===== src/rtl/yaz0sd_pkg.sv =====
package yaz0sd_pkg;

    // History ring default depth
    localparam int HISTORY_DEPTH_DEF = 4096;

    // Item kinds on the input tuser field
    localparam logic [1:0] KIND_BYTE    = 2'd0;
    localparam logic [1:0] KIND_ADVANCE = 2'd1;
    localparam logic [1:0] KIND_RESTART = 2'd2;

    // Result status codes
    localparam logic [1:0] ST_OK         = 2'd0;
    localparam logic [1:0] ST_BAD_MAGIC  = 2'd1;
    localparam logic [1:0] ST_BUSY_COPY  = 2'd2;
    localparam logic [1:0] ST_AFTER_DONE = 2'd3;

    // Stream run state
    localparam logic [1:0] RUN_ACTIVE = 2'd0;
    localparam logic [1:0] RUN_DONE   = 2'd1;
    localparam logic [1:0] RUN_BAD    = 2'd2;

    // Token parser phases
    localparam logic [2:0] PH_HEADER = 3'd0;
    localparam logic [2:0] PH_TOKEN  = 3'd1;
    localparam logic [2:0] PH_PAIR2  = 3'd2;
    localparam logic [2:0] PH_PAIR3  = 3'd3;

    // Header layout and copy length biases
    localparam logic [4:0] HDR_LEN_START = 5'd4;
    localparam logic [4:0] HDR_LEN_END   = 5'd8;
    localparam logic [4:0] HDR_SIZE      = 5'd16;
    localparam logic [8:0] SHORT_BIAS    = 9'd2;
    localparam logic [8:0] LONG_BIAS     = 9'h012;

    // Configuration register indexes
    localparam logic CFG_SKIP_COUNT = 1'b0;
    localparam logic CFG_MAX_OUTPUT = 1'b1;

    // One result word
    typedef struct packed {
        logic [7:0] out_byte;
        logic       byte_valid;
        logic       last;
        logic       want_advance;
        logic [1:0] status;
    } t_result;

    // Expected magic byte for header positions 0..3
    function automatic logic [7:0] magic_byte(input logic [1:0] idx);
        logic [7:0] m;
        case (idx)
            2'd0:    m = 8'h59;
            2'd1:    m = 8'h61;
            2'd2:    m = 8'h7A;
            default: m = 8'h30;
        endcase
        return m;
    endfunction

endpackage


===== src/rtl/yaz0sd_core.sv =====
module yaz0sd_core
    import yaz0sd_pkg::*;
#(
    parameter int HISTORY_DEPTH = HISTORY_DEPTH_DEF
) (
    input  logic                             i_clk,
    input  logic                             i_rst_n,
    input  logic                             i_cfg_we,
    input  logic                             i_cfg_index,
    input  logic [31:0]                      i_cfg_data,
    input  logic                             i_acc,
    input  logic [1:0]                       i_kind,
    input  logic [7:0]                       i_byte,
    input  logic [7:0]                       i_hist_rdata,
    output logic                             o_hist_we,
    output logic [$clog2(HISTORY_DEPTH)-1:0] o_hist_waddr,
    output logic [7:0]                       o_hist_wdata,
    output logic [$clog2(HISTORY_DEPTH)-1:0] o_hist_raddr,
    output t_result                          o_result
);

    localparam int AW = $clog2(HISTORY_DEPTH);

    logic [31:0] r_skip, r_max;
    logic [AW-1:0] r_wptr, n_wptr;
    logic [4:0]  r_hidx, n_hidx;
    logic [31:0] r_total, n_total;
    logic [31:0] r_decoded, n_decoded;
    logic [31:0] r_emitted, n_emitted;
    logic [7:0]  r_code, n_code;
    logic [3:0]  r_bits, n_bits;
    logic [2:0]  r_phase, n_phase;
    logic [7:0]  r_pair, n_pair;
    logic [8:0]  r_rem, n_rem;
    logic [AW-1:0] r_rptr, n_rptr;
    logic [1:0]  r_run, n_run;

    logic        put_en;
    logic [7:0]  put_val;
    logic [AW:0] back;
    logic [32:0] emit_next;
    logic        reach;
    t_result     res;

    // Configuration registers
    always_ff @(posedge i_clk) begin
        if (!i_rst_n) begin
            r_skip <= '0;
            r_max  <= '0;
        end else if (i_cfg_we) begin
            if (i_cfg_index == CFG_SKIP_COUNT) begin
                r_skip <= i_cfg_data;
            end else begin
                r_max <= i_cfg_data;
            end
        end
    end

    // Copy source for a back-reference, wrapped into the ring
    always_comb begin
        back = {1'b0, r_wptr} - (AW+1)'({r_pair[3:0], i_byte}) - (AW+1)'(1);
        if (back[AW]) begin
            back = back + (AW+1)'(HISTORY_DEPTH);
        end
    end

    // Limit check for the byte about to be emitted
    always_comb begin
        emit_next = {1'b0, r_emitted} + 33'd1;
        reach = ({1'b0, emit_next} + {2'b0, r_skip} >= {2'b0, r_total})
                || ((r_max != '0) && (emit_next >= {1'b0, r_max}));
    end

    // Decode one item
    always_comb begin
        n_wptr    = r_wptr;
        n_hidx    = r_hidx;
        n_total   = r_total;
        n_decoded = r_decoded;
        n_emitted = r_emitted;
        n_code    = r_code;
        n_bits    = r_bits;
        n_phase   = r_phase;
        n_pair    = r_pair;
        n_rem     = r_rem;
        n_rptr    = r_rptr;
        n_run     = r_run;
        put_en    = 1'b0;
        put_val   = i_byte;
        res       = '0;

        if (i_acc && i_kind == KIND_RESTART) begin
            n_wptr    = '0;
            n_hidx    = '0;
            n_total   = '0;
            n_decoded = '0;
            n_emitted = '0;
            n_code    = '0;
            n_bits    = '0;
            n_phase   = PH_HEADER;
            n_pair    = '0;
            n_rem     = '0;
            n_rptr    = '0;
            n_run     = RUN_ACTIVE;
        end else if (i_acc && (i_kind == KIND_BYTE || i_kind == KIND_ADVANCE)) begin
            if (r_run != RUN_ACTIVE) begin
                res.status = (r_run == RUN_BAD) ? ST_BAD_MAGIC : ST_AFTER_DONE;
            end else if (i_kind == KIND_ADVANCE) begin
                if (r_rem != '0) begin
                    put_en  = 1'b1;
                    put_val = i_hist_rdata;
                    n_rptr  = (r_rptr == AW'(HISTORY_DEPTH - 1)) ? '0 : r_rptr + 1'b1;
                    n_rem   = r_rem - 9'd1;
                end
            end else if (r_rem != '0) begin
                res.status = ST_BUSY_COPY;
            end else begin
                unique case (r_phase)
                    PH_HEADER: begin
                        if (r_hidx < HDR_LEN_START && i_byte != magic_byte(r_hidx[1:0])) begin
                            n_run      = RUN_BAD;
                            res.status = ST_BAD_MAGIC;
                        end else begin
                            if (r_hidx >= HDR_LEN_START && r_hidx < HDR_LEN_END) begin
                                n_total = {r_total[23:0], i_byte};
                            end
                            n_hidx = r_hidx + 5'd1;
                            if (r_hidx + 5'd1 >= HDR_SIZE) begin
                                n_phase = PH_TOKEN;
                                n_bits  = '0;
                                if (r_skip >= n_total) begin
                                    n_run = RUN_DONE;
                                end
                            end
                        end
                    end
                    PH_TOKEN: begin
                        if (r_bits == '0) begin
                            n_code = i_byte;
                            n_bits = 4'd8;
                        end else begin
                            n_code = {r_code[6:0], 1'b0};
                            n_bits = r_bits - 4'd1;
                            if (r_code[7]) begin
                                put_en = 1'b1;
                            end else begin
                                n_pair  = i_byte;
                                n_phase = PH_PAIR2;
                            end
                        end
                    end
                    PH_PAIR2: begin
                        n_rptr = back[AW-1:0];
                        if (r_pair[7:4] == 4'd0) begin
                            n_phase = PH_PAIR3;
                        end else begin
                            n_rem   = {5'd0, r_pair[7:4]} + SHORT_BIAS;
                            n_phase = PH_TOKEN;
                        end
                    end
                    PH_PAIR3: begin
                        n_rem   = {1'b0, i_byte} + LONG_BIAS;
                        n_phase = PH_TOKEN;
                    end
                    default: begin
                        n_phase = r_phase;
                    end
                endcase
            end
        end

        // Store a decoded byte, emit it once past the skipped part
        if (put_en) begin
            n_wptr = (r_wptr == AW'(HISTORY_DEPTH - 1)) ? '0 : r_wptr + 1'b1;
            if (r_decoded != '1) begin
                n_decoded = r_decoded + 32'd1;
            end
            if (r_decoded >= r_skip) begin
                res.out_byte   = put_val;
                res.byte_valid = 1'b1;
                n_emitted      = emit_next[31:0];
                if (reach) begin
                    res.last = 1'b1;
                    n_run    = RUN_DONE;
                    n_rem    = '0;
                end
            end
        end

        res.want_advance = (n_run == RUN_ACTIVE) && (n_rem != '0);
    end

    // Stream state
    always_ff @(posedge i_clk) begin
        if (!i_rst_n) begin
            r_wptr    <= '0;
            r_hidx    <= '0;
            r_total   <= '0;
            r_decoded <= '0;
            r_emitted <= '0;
            r_code    <= '0;
            r_bits    <= '0;
            r_phase   <= PH_HEADER;
            r_pair    <= '0;
            r_rem     <= '0;
            r_rptr    <= '0;
            r_run     <= RUN_ACTIVE;
        end else begin
            r_wptr    <= n_wptr;
            r_hidx    <= n_hidx;
            r_total   <= n_total;
            r_decoded <= n_decoded;
            r_emitted <= n_emitted;
            r_code    <= n_code;
            r_bits    <= n_bits;
            r_phase   <= n_phase;
            r_pair    <= n_pair;
            r_rem     <= n_rem;
            r_rptr    <= n_rptr;
            r_run     <= n_run;
        end
    end

    // Ring write of the decoded byte; read the next copy source ahead
    assign o_hist_we    = put_en && i_rst_n;
    assign o_hist_waddr = r_wptr;
    assign o_hist_wdata = put_val;
    assign o_hist_raddr = n_rptr;
    assign o_result     = res;

endmodule


===== config.mk =====
export PLATFORM = sky130hd
export DESIGN_NAME = yaz0sd_core
export DESIGN_NICKNAME = d
export VERILOG_FILES = /design/src/rtl/yaz0sd_pkg.sv /design/src/rtl/yaz0sd_core.sv
export SDC_FILE = /design/constraint.sdc
export NUM_CORES = 1
export LEC_CHECK = 0
export BUFFER_PORTS_ARGS = -buffer_cell sky130_fd_sc_hd__buf_2
export CORE_MARGIN = 10
export CORE_UTILIZATION = 28
export CTS_BUF_LIST = sky130_fd_sc_hd__clkbuf_8
export DETAILED_ROUTE_END_ITERATION = 8
export PLACE_DENSITY = 0.47
export RECOVER_POWER = 100
export SKIP_CTS_REPAIR_TIMING = 1
export SYNTH_ARGS = -nofsm -noshare
export SYNTH_HDL_FRONTEND = slang
export SYNTH_SLANG_ARGS = --single-unit

===== constraint.sdc =====
create_clock -name i_clk -period 12.7 [get_ports i_clk]
set_clock_uncertainty 0.15 [all_clocks]
set_input_delay 2.54 -clock i_clk [delete_from_list [all_inputs] [get_ports i_clk]]
set_output_delay 2.54 -clock i_clk [all_outputs]
set_load 0.01 [all_outputs]

==> results by group <==
Outcome
  – Status: finished with violations
  – Failing checks: capacitance limit, slew limit

Routing
  – First-pass DRT Iterations: 5
  – Routed wire per std cell: between 15 and 20 µm
  – # DRC: 0
  – Initial DRC Count: 1,124
  – Via count: between 15,000 and 20,000
  – ANT nets after route: 0
  – Routed WL: between 50,000 and 60,000 µm
  – Detailed-route vias per instance: between 5 and 6

Floorplanning
  – FP Rows: 89
  – Core footprint: between 50,000 and 60,000 µm²
  – Die extent in y: around 260 µm
  – IO Pins: 101
  – Die footprint: between 60,000 and 70,000 µm²
  – Initial Util: between 20% and 30%
  – Die Wd: approximately 260 µm

Synthesis
  – Post-Syn Instances: around 2,200
  – Post-synth EDFFs: 0
  – Post-Syn Area per Cell: ~7.5 µm²
  – Part of the Yosys area used for sequential elements: a little over a quarter
  – Synth Register Bits: 222
  – Asr flop ratio synth: 0%
  – Ys Warns: 0
  – Main synth FF type: dfxtp_1
  – Post-Syn Nets: ~2,500
  – Syn Std Cell Area: roughly 17,000 µm²
  – Post-synthesis cell type count: 79

Job
  – Max-cap violations: 8

Global routing
  – Largest net degree at the start of global routing: just under 90
  – Antenna violations before repair: 1
  – First-pass GRT wire length: a little under 90,000 µm
  – Number of global-route vias before repair: roughly 15,000
  – GRT overflow: 0
  – Total GRT Usage: 15.6%

Critical path
  – Critical path class: input port to primary output
  – CP Launch Type: input port
  – Worst-path fanout max: 35
  – Crit path arrival time: 8230 ps
  – Crit end category: primary output
  – Worst Path Required: between 10,000 and 15,000 ps

Clock tree
  – H-tree Lvls: 2
  – Clock Root Buffer: clkbuf_8
  – CTS Buffer Depth: 3
  – CTS sink count: approximately 220
  – CTS tree: built
  – Num CTS Buffers: 48
  – Clk_lat worst skew: 620 ps
  – Clk slew on worst S/H paths: about 60 ps

Timing
  – Final Max Tran Viols: about 340
  – Final setup viols: 0
  – FMAX: ~92 MHz
  – Max_slew headroom: -163%
  – Final hold violation count: 0
  – Slew @ Worst Pin: a little under 4000 ps
  – Setup TNS: 0 ps
  – Period minus WS final: 10,920 ps
  – Fin crit share: 86.0%
  – RSZ-0062 raised after global routing: false

Layout
  – Commonest non-fill, non-tap cell in the layout: a21oi_1
  – Antenna diodes: 0
  – Register area: about 4400 µm²
  – Share of layout cells above drive strength 1: slightly below 7%
  – NumNets Final: between 2,000 and 3,000
  – Commonest non-fill, non-tap cells in the layout: a21oi_1 (260), nor2_1 (245), nand2_1 (241)
  – Final design utilization: between 30% and 40%
  – Final Non-Filler Cells: between 3,000 and 4,000
  – Final-layout fill cell count: about 6,400
  – P&R area growth vs syn: 12.6%
  – Area occupied by multi-input gates: roughly 11,000 µm²

Min path
  – Hold Crit Class: register to register

Power and ir drop
  – Leakage: ~7.7 nW
  – Pwr Total: between 1.5 and 2 mW
  – Max IR drop VDD: about 0.064 mV
  – Power per cell area: 93.4 nW/µm²

Place
  – Buffers on Ports: 100
  – RD Place Congestion: just under 0.9
  – Placed cells: around 3,000
  – Hpwl dp: roughly 43,000 µm
-- kinds of logic after synthesis --
logic type	synth area share (%)
buffers and inverters	5.70
AND/OR/NAND/NOR	25.3
XOR/XNOR	4.12
flip-flops	26.8
AO/OA/AOI/OAI	21.4
adder cells (fa/ha/maj)	14.7
multiplexers	1.90
-- cell usage after synthesis (17+ instances only) --
| master | n | area (µm²) |
|---|---|---|
| nand4_1 | 48 | 300 |
| nand2_1 | 241 | 905 |
| buf_2 | 17 | 85.1 |
| xnor2_1 | 50 | 438 |
| o211ai_1 | 17 | 128 |
| nand3_1 | 76 | 380 |
| nor2b_1 | 17 | 106 |
| clkbuf_1 | 72 | 270 |
| nor4_1 | 18 | 113 |
| ha_1 | 192 | 2400 |
| and3_1 | 41 | 257 |
| inv_1 | 148 | 556 |
| a21oi_1 | 260 | 1300 |
| o21ai_0 | 105 | 526 |
| xor2_1 | 28 | 245 |
| dfxtp_1 | 222 | 4440 |
| and2_1 | 55 | 344 |
| mux2i_1 | 28 | 280 |
| nor2_1 | 243 | 912 |
| a21o_1 | 46 | 345 |
| nor3_1 | 38 | 190 |
| a211oi_1 | 48 | 360 |
| nand3b_1 | 17 | 128 |
-- flip-flops by register name (all words and copies together) (netlist names) --
signal        flops
r_bits            4
r_rptr           12
r_rem             9
o_hist_waddr     12
r_pair            8
r_code            8
r_run             2
r_decoded        32
r_phase           2
r_emitted        32
r_skip           32
r_hidx            5
r_total          32
r_max            32
-- cell type report --
type | instances | area share (%)
well taps | 773 | 5.19
flip-flops and latches | 222 | 23.8
clock buffers | 58 | 4.28
clock inverters | 27 | 0.886
repair buffers | 116 | 2.85
multi-input cells | 1752 | 59.9
inverters | 150 | 3.03
-- metrics by stage --
step           area [µm²]  hold WS (ps)  worst slack, ps
3_5_place_dp        17800           320             3500
5_1_grt             18600           358             1190
3_3_place_gp        17800           307             3670
6_report            18600           327             1780
4_1_cts             18800           328             2790
2_1_floorplan       16600           290             4720
-- worst paths after layout --
| path | from | to | slack [ps] | cells after the start |
|---|---|---|---|---|
| worst max-delay path | i_kind[0] | o_result[12] | 1780 | 11 |
| worst min register to register | r_max[21]$_SDFFE_PN0P_ | r_max[21]$_SDFFE_PN0P_ | 330 | 2 |
| worst max register to register | r_emitted[0]$_SDFF_PN0_ | r_rem[7]$_SDFF_PN0_ | 5820 | 25 |
| worst min-delay path | r_max[21]$_SDFFE_PN0P_ | r_max[21]$_SDFFE_PN0P_ | 330 | 2 |
-- layer usage --
metal	vias to the layer above	share of wire (%)	GRT usage (%)
met5	-	0	0
met3	103	5.5	2.70
met1	7427	46	20.2
li1	8024	-	-
met4	0	3.1	5.28
met2	405	45	25.8
-- where the power goes --
| part | switching [mW] | total [mW] | leakage, nW | internal (mW) |
|---|---|---|---|---|
| Sequential | 0.0179 | 0.726 | 1.80 | 0.708 |
| Combinational | 0.132 | 0.201 | 5.29 | 0.0699 |
| Clock | 0.363 | 0.814 | 0.565 | 0.451 |
-- critical path: stages --
cell      delay (ps)
clkbuf_1         220
nor2b_1          160
clkbuf_1         510
nand3_1          460
nor2_1          1310
nor2_1           560
or2_2            470
clkbuf_1         890
inv_2            710
and2_1           200
clkbuf_1         160
Note: power is estimated with default switching activity, not from simulation.
