<file path="src/rtl/yaz0sd_pkg.sv">
package yaz0sd_pkg;

    // History ring default depth
    localparam int HISTORY_DEPTH_DEF = 4096;

    // Item kinds on the input tuser field
    localparam logic [1:0] KIND_BYTE    = 2'd0;
    localparam logic [1:0] KIND_ADVANCE = 2'd1;
    localparam logic [1:0] KIND_RESTART = 2'd2;

    // Result status codes
    localparam logic [1:0] ST_OK         = 2'd0;
    localparam logic [1:0] ST_BAD_MAGIC  = 2'd1;
    localparam logic [1:0] ST_BUSY_COPY  = 2'd2;
    localparam logic [1:0] ST_AFTER_DONE = 2'd3;

    // Stream run state
    localparam logic [1:0] RUN_ACTIVE = 2'd0;
    localparam logic [1:0] RUN_DONE   = 2'd1;
    localparam logic [1:0] RUN_BAD    = 2'd2;

    // Token parser phases
    localparam logic [2:0] PH_HEADER = 3'd0;
    localparam logic [2:0] PH_TOKEN  = 3'd1;
    localparam logic [2:0] PH_PAIR2  = 3'd2;
    localparam logic [2:0] PH_PAIR3  = 3'd3;

    // Header layout and copy length biases
    localparam logic [4:0] HDR_LEN_START = 5'd4;
    localparam logic [4:0] HDR_LEN_END   = 5'd8;
    localparam logic [4:0] HDR_SIZE      = 5'd16;
    localparam logic [8:0] SHORT_BIAS    = 9'd2;
    localparam logic [8:0] LONG_BIAS     = 9'h012;

    // Configuration register indexes
    localparam logic CFG_SKIP_COUNT = 1'b0;
    localparam logic CFG_MAX_OUTPUT = 1'b1;

    // One result word
    typedef struct packed {
        logic [7:0] out_byte;
        logic       byte_valid;
        logic       last;
        logic       want_advance;
        logic [1:0] status;
    } t_result;

    // Expected magic byte for header positions 0..3
    function automatic logic [7:0] magic_byte(input logic [1:0] idx);
        logic [7:0] m;
        case (idx)
            2'd0:    m = 8'h59;
            2'd1:    m = 8'h61;
            2'd2:    m = 8'h7A;
            default: m = 8'h30;
        endcase
        return m;
    endfunction

endpackage

</file>
<file path="src/rtl/yaz0sd_out_buf.sv">
module yaz0sd_out_buf
    import yaz0sd_pkg::*;
(
    input  logic    i_clk,
    input  logic    i_rst_n,
    input  logic    i_push,
    input  t_result i_word,
    output logic    o_ready,
    output logic    o_valid,
    input  logic    i_pop_ready,
    output t_result o_word
);

    logic    r_main_valid, r_skid_valid;
    t_result r_main, r_skid;
    logic    pop;

    assign pop = r_main_valid && i_pop_ready;

    // Control: main word toward the sink, skid word catches a stall
    always_ff @(posedge i_clk) begin
        if (!i_rst_n) begin
            r_main_valid <= 1'b0;
            r_skid_valid <= 1'b0;
        end else if (r_main_valid && !pop) begin
            if (i_push) begin
                r_skid_valid <= 1'b1;
            end
        end else if (r_skid_valid) begin
            r_main_valid <= 1'b1;
            r_skid_valid <= 1'b0;
        end else begin
            r_main_valid <= i_push;
        end
    end

    // Payload
    always_ff @(posedge i_clk) begin
        if (r_main_valid && !pop) begin
            if (i_push) begin
                r_skid <= i_word;
            end
        end else if (r_skid_valid) begin
            r_main <= r_skid;
        end else if (i_push) begin
            r_main <= i_word;
        end
    end

    assign o_ready = !r_skid_valid;
    assign o_valid = r_main_valid;
    assign o_word  = r_main;

endmodule

</file>
<file path="config.mk">
export PLATFORM = sky130hd
export DESIGN_NAME = yaz0sd_out_buf
export DESIGN_NICKNAME = d
export VERILOG_FILES = /design/src/rtl/yaz0sd_pkg.sv /design/src/rtl/yaz0sd_out_buf.sv
export SDC_FILE = /design/constraint.sdc
export NUM_CORES = 1
export LEC_CHECK = 0
export ABC_AREA = 1
export CELL_PAD_IN_SITES_DETAIL_PLACEMENT = 1
export CELL_PAD_IN_SITES_GLOBAL_PLACEMENT = 2
export CORE_MARGIN = 1
export CORE_UTILIZATION = 30
export CTS_CLUSTER_DIAMETER = 200
export CTS_CLUSTER_SIZE = 20
export DETAILED_ROUTE_END_ITERATION = 10
export DONT_BUFFER_PORTS = 1
export PLACE_DENSITY_LB_ADDON = 0.08
export SLEW_MARGIN = 20
export SYNTH_ARGS = -nofsm -noshare
export SYNTH_HDL_FRONTEND = slang
export SYNTH_SLANG_ARGS = --single-unit
</file>
<file path="constraint.sdc">
create_clock -name i_clk -period 3.1 [get_ports i_clk]
set_input_delay 0.155 -clock i_clk [delete_from_list [all_inputs] [get_ports i_clk]]
set_output_delay 0.155 -clock i_clk [all_outputs]
set_load 0.05 [all_outputs]
</file>
==> qor.yml, run 1 <==
core_sq_um: 3150
cts_tree: "built"
drv_cap: 0
clock_latency_ns: 0.33
io_pins: 32
slowest_delay_ns: 0.57
critPathMaxFanout: 15
syn_inst: 78
drive_gt1_share_pct: 7.07
grt_pass1_vias: 678
clock.fmax_mhz: 516
via_per_inst: 4.34
stdcell_count: 143
synth_seq_area_share_pct: 80.0
rows: 20
die_w_microns: 60.5
end_kind: "flip-flop"
synthesis.nets: 95
grt_antenna_before_repair: 0
cts_buffer_depth: 2
fin_setup_tns_ns: 0
rsz0062_at_grt: "no"
synth_area_leaders: "edfxtp_1 (76%), nand2_1 (15%), dfxtp_1 (3.9%), buf_6 (1.1%), buf_4 (0.73%)"
criticalPathCategory: "flip-flop to flip-flop"
finalPower_mw: 0.777
die_h_microns: 60.5
multi_input_area_sq_um: 183
grt-ovfl-total: 0
drt.antenna.violating_nets: 0
finalSetupViolCount: 0
dp_cells: 121
crit_slowest_cell: "dlygate4sd3_1"
relSlewSlack_pct: 49.9
start_util_pct: 32.5
drc: 0
syn2layout_area_growth_pct: 27.3
path_common_cell: "dlygate4sd3_1"
dieArea_sq_um: 3660
place_area_sq_um: 1070
p_leak_nw: 0.504
worst_slack_ns: 1.16
status: "finished clean"
pre_cts_slack_ns: 1.37
io_buffers: 0
drtPass1Iterations: 3
num_antenna_cells: 0
syn_avg_cell_area_sq_um: 13.2
fillers: 357
hold_ws_ns: 0.0174
yosys.area.top_type: "edfxtp_1"
ctsResizeCount: 0
root_buffer: "clkbuf_4"
post-route-cell-area_sq_um: 1310
finalCritPeriodShare_pct: 62.5
final_common_cell: "nand2_1"
wire_per_inst_microns: 13.8
place_hpwl_microns: 1220
slew_viol_final: 0
numCtsBuffers: 3
period_needed_ns: 1.94
path_clk_slew_ns: 0.15
final_hold_viol_count: 0
place.gp.congestion: 0.606
register_area_sq_um: 821
num-nets-final: 117
num_vias: 620
synth-seq-cells: 28
cp-start-kind: "flip-flop"
cts.sinks: 28
mostFrequentLayoutCells: "nand2_1 (40), edfxtp_1 (26), dlygate4sd3_1 (18)"
hold_path.class: "primary input to flip-flop"
drtIter0Drc: 18
routed_wl_microns: 1980
cp_data_arrival_time_ns: 2.17
synthesis.area_sq_um: 1030
fin_skew_ns: 0.00842
synth_warnings: 0
critPathRequiredTime_ns: 3.33
powerDensity_nw_per_um2: 595
grt_max_degree: 17
vdd_ir_drop_max_uv: 199
grt_pass1_wl_microns: 3250
post-route-util_pct: 41.4
yosysTopAreaCellShare_pct: 76.1
tightest_slew_ns: 0.752
cp_cell_sequence: "buf_4 -> o21ai_0 -> dlygate4sd3_1 -> nand2_1 -> dlygate4sd3_1"
grt_usage_pct: 12.7
htree_levels: 1
synth_cell_type_count: 12
[cells by family after synthesis]
kind of cell / share of synthesized area [%]
and+or+nand+nor: 16.5
DFF: 80.0
buffers and inverters: 2.56
AOI/OAI and AO/OA: 0.975
[worst max-delay path, delay by kind of cell, from the launching register on]
kind / cells / cell delay (ns)
and+or+nand+nor: 1 / 0.05
DFF: 1 / 0.34
buffers and inverters: 3 / 1.31
AOI/OAI and AO/OA: 1 / 0.15
[worst paths after layout]
kind	from	end	slack, ns	depth (start not counted)
worst max-delay path	r_skid_valid	o_valid	1.16	5
worst min register to register	r_skid[5]	o_word[5]	0.54	2
worst min-delay path	i_word[12]	o_word[12]	0.02	2
worst max register to register	r_skid_valid	o_valid	1.16	5
[Yosys cell counts]
| cell | n |
|---|---|
| nand2_1 | 40 |
| edfxtp_1 | 26 |
| dfxtp_1 | 2 |
| nor2_1 | 2 |
| a21oi_1 | 1 |
| and3_1 | 1 |
| buf_4 | 1 |
| buf_6 | 1 |
| inv_1 | 1 |
| inv_2 | 1 |
| nand3_1 | 1 |
| o21ai_0 | 1 |
[metal layers]
| metal | vias to the layer above | part of all wire, % | track usage (%) |
|---|---|---|---|
| met5 | - | 0 | 0 |
| met4 | 0 | 0.96 | 7.79 |
| met3 | 2 | 4.5 | 4.05 |
| met2 | 16 | 53 | 21.4 |
| met1 | 300 | 42 | 14.1 |
| li1 | 302 | - | - |
[final cells by class]
cell class / instances / area share, %
tap: 44 / 4.21
clock inverter: 1 / 2.30
timing repair buffer: 19 / 14.4
clock buffer: 3 / 1.72
multi-input combinational: 46 / 14.0
sequential: 28 / 62.8
inverter: 2 / 0.575
[power breakdown]
group	leakage, nW	total (mW)	switching (mW)	internal, mW
registers	0.261	0.489	0.0530	0.436
clock network	0.0279	0.242	0.111	0.131
logic	0.215	0.0463	0.0243	0.0220
total	0.504	0.777	0.188	0.589
[repair_timing]
item | CTS | global route
hold endpoints to repair | 25 | 1
buffers inserted | 0 | 0
hold buffers | 17 | 1
[flip-flops by register name, summed over array words and instances (netlist names)]
signal        count
o_word           13
r_skid_valid      1
r_skid           13
o_valid           1
(Power assumes the default switching activity.)
==> run 2: changes to the inputs <==
Clock period 3.1 ns to 1.6 ns, I/O delays scaled along.
==> qor.yml, run 2 (same netlist as run 1, synthesis figures left out) <==
fin_setup_tns_ns: 0  # unchanged
dieArea_sq_um: 3660  # unchanged
num_vias: 632  # was 620
cp_data_arrival_time_ns: 1.69  # was 2.17 ns
grt_max_degree: 17  # unchanged
core_sq_um: 3150  # unchanged
final_common_cell: "nand2_1"  # unchanged
drtIter0Drc: 16  # was 18
rows: 20  # unchanged
num-nets-final: 121  # was 117
wire_per_inst_microns: 13.1  # was 13.8 microns
start_util_pct: 32.5  # unchanged
syn2layout_area_growth_pct: 30.0  # was 27.3%
grt_antenna_before_repair: 0  # unchanged
grt_pass1_vias: 678  # unchanged
p_leak_nw: 0.522  # was 0.504 nW
die_h_microns: 60.5  # unchanged
status: "finished clean"  # unchanged
place.gp.congestion: 0.683  # was 0.606
fillers: 358  # was 357
htree_levels: 1  # unchanged
drtPass1Iterations: 3  # unchanged
cp_cell_sequence: "buf_4 -> nand3_1 -> dlygate4sd3_1 -> nor2_1"  # was buf_4 -> o21ai_0 -> dlygate4sd3_1 -> nand2_1 -> dlygate4sd3_1
hold_path.class: "primary input to flip-flop"  # unchanged
mostFrequentLayoutCells: "nand2_1 (40), edfxtp_1 (26), dlygate4sd3_1 (17)"  # was nand2_1 (40), edfxtp_1 (26), dlygate4sd3_1 (18)
pre_cts_slack_ns: 0.536  # was 1.37 ns
crit_slowest_cell: "dlygate4sd3_1"  # unchanged
finalCritPeriodShare_pct: 88.6  # was 62.5%
numCtsBuffers: 3  # unchanged
root_buffer: "clkbuf_4"  # unchanged
finalSetupViolCount: 0  # unchanged
fin_skew_ns: 0.00900  # was 0.00842 ns
drv_cap: 0  # unchanged
clock_latency_ns: 0.33  # about the same
cp-start-kind: "flip-flop"  # unchanged
io_buffers: 0  # unchanged
relSlewSlack_pct: 68.8  # was 49.9%
slowest_delay_ns: 0.57  # about the same
final_hold_viol_count: 0  # unchanged
worst_slack_ns: 0.183  # was 1.16 ns
grt_usage_pct: 12.7  # unchanged
cts_tree: "built"  # unchanged
postCtsSetupRepairBufs: 0  # unchanged
vdd_ir_drop_max_uv: 384  # was 199 uV
io_pins: 32  # unchanged
num_antenna_cells: 0  # unchanged
grt-ovfl-total: 0  # unchanged
cts.sinks: 28  # unchanged
path_clk_slew_ns: 0.16  # was 0.15 ns
critPathRequiredTime_ns: 1.87  # was 3.33 ns
worst-r2r-setup-slack_ns: 0.18  # was 1.16 ns
hold_start: "i_push"  # was i_word[12]
drive_gt1_share_pct: 11.7  # was 7.07%
slew_viol_final: 0  # unchanged
via_per_inst: 4.30  # was 4.34
grt_pass1_wl_microns: 3190  # was 3250 microns
rsz0062_at_grt: "no"  # unchanged
criticalPathCategory: "flip-flop to flip-flop"  # unchanged
drt.antenna.violating_nets: 0  # unchanged
post-route-util_pct: 42.3  # was 41.4%
end_kind: "flip-flop"  # unchanged
place_hpwl_microns: 1250  # was 1220 microns
r2r_start: "o_valid"  # was r_skid_valid
drc: 0  # unchanged
worstSetupStartpoint: "o_valid"  # was r_skid_valid
clock.fmax_mhz: 706  # was 516 MHz
cts_buffer_depth: 2  # unchanged
routed_wl_microns: 1930  # was 1980 microns
critPathMaxFanout: 3  # was 15
die_w_microns: 60.5  # unchanged
powerDensity_nw_per_um2: 1130  # was 595 nW/um^2
period_needed_ns: 1.42  # was 1.94 ns
tightest_slew_ns: 0.469  # was 0.752 ns
==> run 2: changes by cell type in the layout (fill, tap and decap cells not counted) <==
cell and change:
buf_4 +5, dlygate4sd3_1 -1
==> run 2: final timing paths <==
kind | to | cells after the start
worst min-delay path | r_skid[4] | 2
worst max register to register | r_skid_valid | 4
worst max-delay path | r_skid_valid | 4
worst min register to register | o_word[11] | 2
==> run 2: cell type report <==
type | count | area [sq um] | share of cell area [%]
clock inverters | 1 | 30.0 | 2.25
clock buffers | 3 | 22.5 | 1.69
repair buffers | 23 | 215 | 16.1
multi-input cells | 46 | 183 | 13.7
well taps | 44 | 55.1 | 4.13
inverters | 2 | 7.51 | 0.563
flip-flops and latches | 28 | 821 | 61.5
==> run 2: worst max-delay path, delay by kind of cell (launching register included) <==
kind	cells	cell delay, ns
buffers and inverters	2	0.79
DFF	1	0.39
and+or+nand+nor	2	0.18
==> run 2: repair_timing <==
item / in CTS / in global routing
resized for setup: 0 / 0
hold buffers: 17 / 0
endpoints found under the hold margin: 28 / 0
==> run 2: where the power goes <==
group / internal (mW) / leakage, nW / total (mW) / switching, mW
Combinational: 0.0473 / 0.232 / 0.103 / 0.0557
Clock: 0.253 / 0.0279 / 0.465 / 0.212
Sequential: 0.844 / 0.261 / 0.939 / 0.0948
==> run 2: layer usage <==
layer	wire length, microns	part of all wire [%]	vias to the layer above	track usage, %
met2	964	50	17	21.7
met4	29	1.5	0	7.79
li1	-	-	312	-
met5	0	0	-	0
met3	88	4.6	2	3.20
met1	844	44	301	14.4
==> run 2: through the flow <==
stage	std cells	cell area (sq um)	power, mW	hold slack, ns
6_report	147	1330	1.51	0.237
5_1_grt	147	1330	1.56	0.253
4_1_cts	147	1330	1.53	0.234
3_5_place_dp	126	1110	1.03	0.179
3_3_place_gp	126	1110	1.02	0.179
2_1_floorplan	78	1030	1.00	0.179
==> run 3: changes to the inputs <==
Settings changed: SLEW_MARGIN 20 to unset.
Clock period 1.6 ns to 1.35 ns, I/O delays scaled along.
==> qor.yml, run 3 (same netlist as run 1, synthesis figures left out) <==
syn2layout_area_growth_pct: 33.2  # was 30.0%
min_path_cells: 2  # unchanged
drtIter0Drc: 29  # was 16
drv_cap: 0  # unchanged
grt_usage_pct: 12.7  # about the same
grt_max_degree: 17  # unchanged
num_antenna_cells: 0  # unchanged
pwr-share-clk_pct: 30.5  # was 30.9%
power_switching_mw: 0.430  # was 0.363 mW
path_buf_inv: 3  # was 2
wire_per_inst_microns: 12.9  # was 13.1 microns
clock.fmax_mhz: 828
rows: 20  # unchanged
r2r_cells: 3  # was 4
root_buffer: "clkbuf_4"  # unchanged
path_common_cell: "buf_4"
cts.sinks: 28  # unchanged
numCtsBuffers: 3  # unchanged
hold_ws_ns: 0.201  # was 0.237 ns
final_hold_viol_count: 0  # unchanged
die_w_microns: 60.5  # unchanged
seqPwrFrac_pct: 62.0  # was 62.3%
path_depth: 3  # was 4
io_buffers: 0  # unchanged
period_needed_ns: 1.21
post-route-cell-area_sq_um: 1370  # was 1330 sq um
num-nets-final: 122  # was 121
crit_slowest_cell: "dfxtp_1"  # was dlygate4sd3_1
grt_pass1_wl_microns: 3260  # was 3190 microns
path_clk_slew_ns: 0.15  # was 0.16 ns
crit_family: "flip-flops"  # was buffers and inverters
fin_skew_ns: 0.00218  # was 0.00900 ns
tightest_slew_ns: 0.482  # was 0.469 ns
cts_buffer_depth: 2  # unchanged
cp-start-kind: "flip-flop"  # unchanged
p_leak_nw: 0.537  # was 0.522 nW
finalPower_mw: 1.80  # was 1.51 mW
drive_gt1_share_pct: 15.4  # was 11.7%
place_hpwl_microns: 1250  # about the same
rsz0062_at_grt: "no"  # unchanged
status: "finished clean"  # unchanged
finalSetupViolCount: 0  # unchanged
cp_cell_sequence: "inv_2 -> buf_4 -> buf_4"  # was buf_4 -> nand3_1 -> dlygate4sd3_1 -> nor2_1
cts_tree: "built"  # unchanged
die_h_microns: 60.5  # unchanged
place.gp.congestion: 0.693  # was 0.683
io_pins: 32  # unchanged
drtPass1Iterations: 4  # was 3
p_int_mw: 1.37  # was 1.15 mW
relSlewSlack_pct: 67.9  # was 68.8%
worst-r2r-setup-slack_ns: 0.27  # was 0.18 ns
dieArea_sq_um: 3660  # unchanged
via_per_inst: 4.22  # was 4.30
pre_cts_slack_ns: 0.284  # was 0.536 ns
powerDensity_nw_per_um2: 1320  # was 1130 nW/um^2
swShare_pct: 23.9  # was 24.1%
cp_data_arrival_time_ns: 1.14  # was 1.69 ns
critPathRequiredTime_ns: 1.28  # was 1.87 ns
num_vias: 625  # was 632
drt.antenna.violating_nets: 0  # unchanged
hold_path.class: "primary input to flip-flop"  # unchanged
routed_wl_microns: 1910  # was 1930 microns
clock_latency_ns: 0.32  # was 0.33 ns
criticalPathCategory: "flip-flop to output pin"  # was flip-flop to flip-flop
grt_pass1_vias: 661  # was 678
power_frac_comb_pct: 7.5  # was 6.8%
htree_levels: 1  # unchanged
start_util_pct: 32.5  # unchanged
postCtsSetupRepairBufs: 0  # unchanged
worst_slack_ns: 0.142  # was 0.183 ns
place_area_sq_um: 1150  # was 1110 sq um
slowest_delay_ns: 0.41  # was 0.57 ns
drc: 0  # unchanged
vdd_ir_drop_max_uv: 447  # was 384 uV
critPathMaxFanout: 8  # was 3
final_common_cell: "nand2_1"  # unchanged
grt-ovfl-total: 0  # unchanged
fin_setup_tns_ns: 0  # unchanged
grt_antenna_before_repair: 0  # unchanged
slew_viol_final: 0  # unchanged
finalCritPeriodShare_pct: 89.5
mostFrequentLayoutCells: "nand2_1 (40), edfxtp_1 (26), dlygate4sd3_1 (16)"  # was nand2_1 (40), edfxtp_1 (26), dlygate4sd3_1 (17)
core_sq_um: 3150  # unchanged
end_kind: "output pin"  # was flip-flop
[run 3: cell count changes in the layout (fill, tap and decap cells not counted)]
cell / delta
dfxtp_1: -1
and3_2: +1
buf_12: +2
and3_1: -1
dlygate4sd3_1: -1
dfxtp_2: +1
[run 3: final timing paths]
| kind | from | to |
|---|---|---|
| min | i_push | r_skid[5] |
| max reg2reg | r_skid_valid | o_word[9] |
| min reg2reg | r_skid[2] | o_word[2] |
| max | r_skid_valid | o_ready |
[run 3: what timing repair did]
action / in CTS / in global routing
hold buffers: 16 / 0
endpoints found under the setup margin: 0 / 0
gates resized for setup: 0 / 0
hold endpoints to repair: 28 / 0
[run 3: power groups by stage]
stage	clock network (mW)	registers [mW]	logic (mW)
after floorplan	0	1.14	0.0469
after global routing	0.595	1.12	0.151
final	0.548	1.11	0.134
after global placement	0	1.13	0.0925
after detailed placement	0	1.14	0.0934
after CTS	0.562	1.12	0.136
[run 3: through the flow]
stage | cells | utilization, %
2_1_floorplan | 78 | -
3_3_place_gp | 128 | 36.6
3_5_place_dp | 128 | 36.6
4_1_cts | 148 | 43.3
6_report | 148 | 43.3
5_1_grt | 148 | 43.3
[run 3: layer usage]
metal / track usage, % / part of all wire (%) / vias to the layer above / routed length [microns]
met5: 0 / 0 / - / 0
li1: - / - / 315 / -
met2: 19.5 / 47 / 22 / 893
met3: 3.41 / 4.2 / 4 / 80
met1: 16.8 / 48 / 284 / 909
met4: 5.84 / 1.5 / 0 / 28
[run 3: cell type report]
type / count / area (sq um)
Fill cell: 346 / 1790
Sequential cell: 28 / 822
Timing Repair Buffer: 24 / 245
Multi-Input combinational cell: 46 / 184
Tap cell: 44 / 55.1
Clock inverter: 1 / 30.0
Clock buffer: 3 / 22.5
Inverter: 2 / 7.51
[run 3: worst register-to-register path, cell delays in order, from the launching register on]
cell and delay, ns:
dfxtp_1 0.41, nor2_1 0.09, a21oi_2 0.15, buf_12 0.16
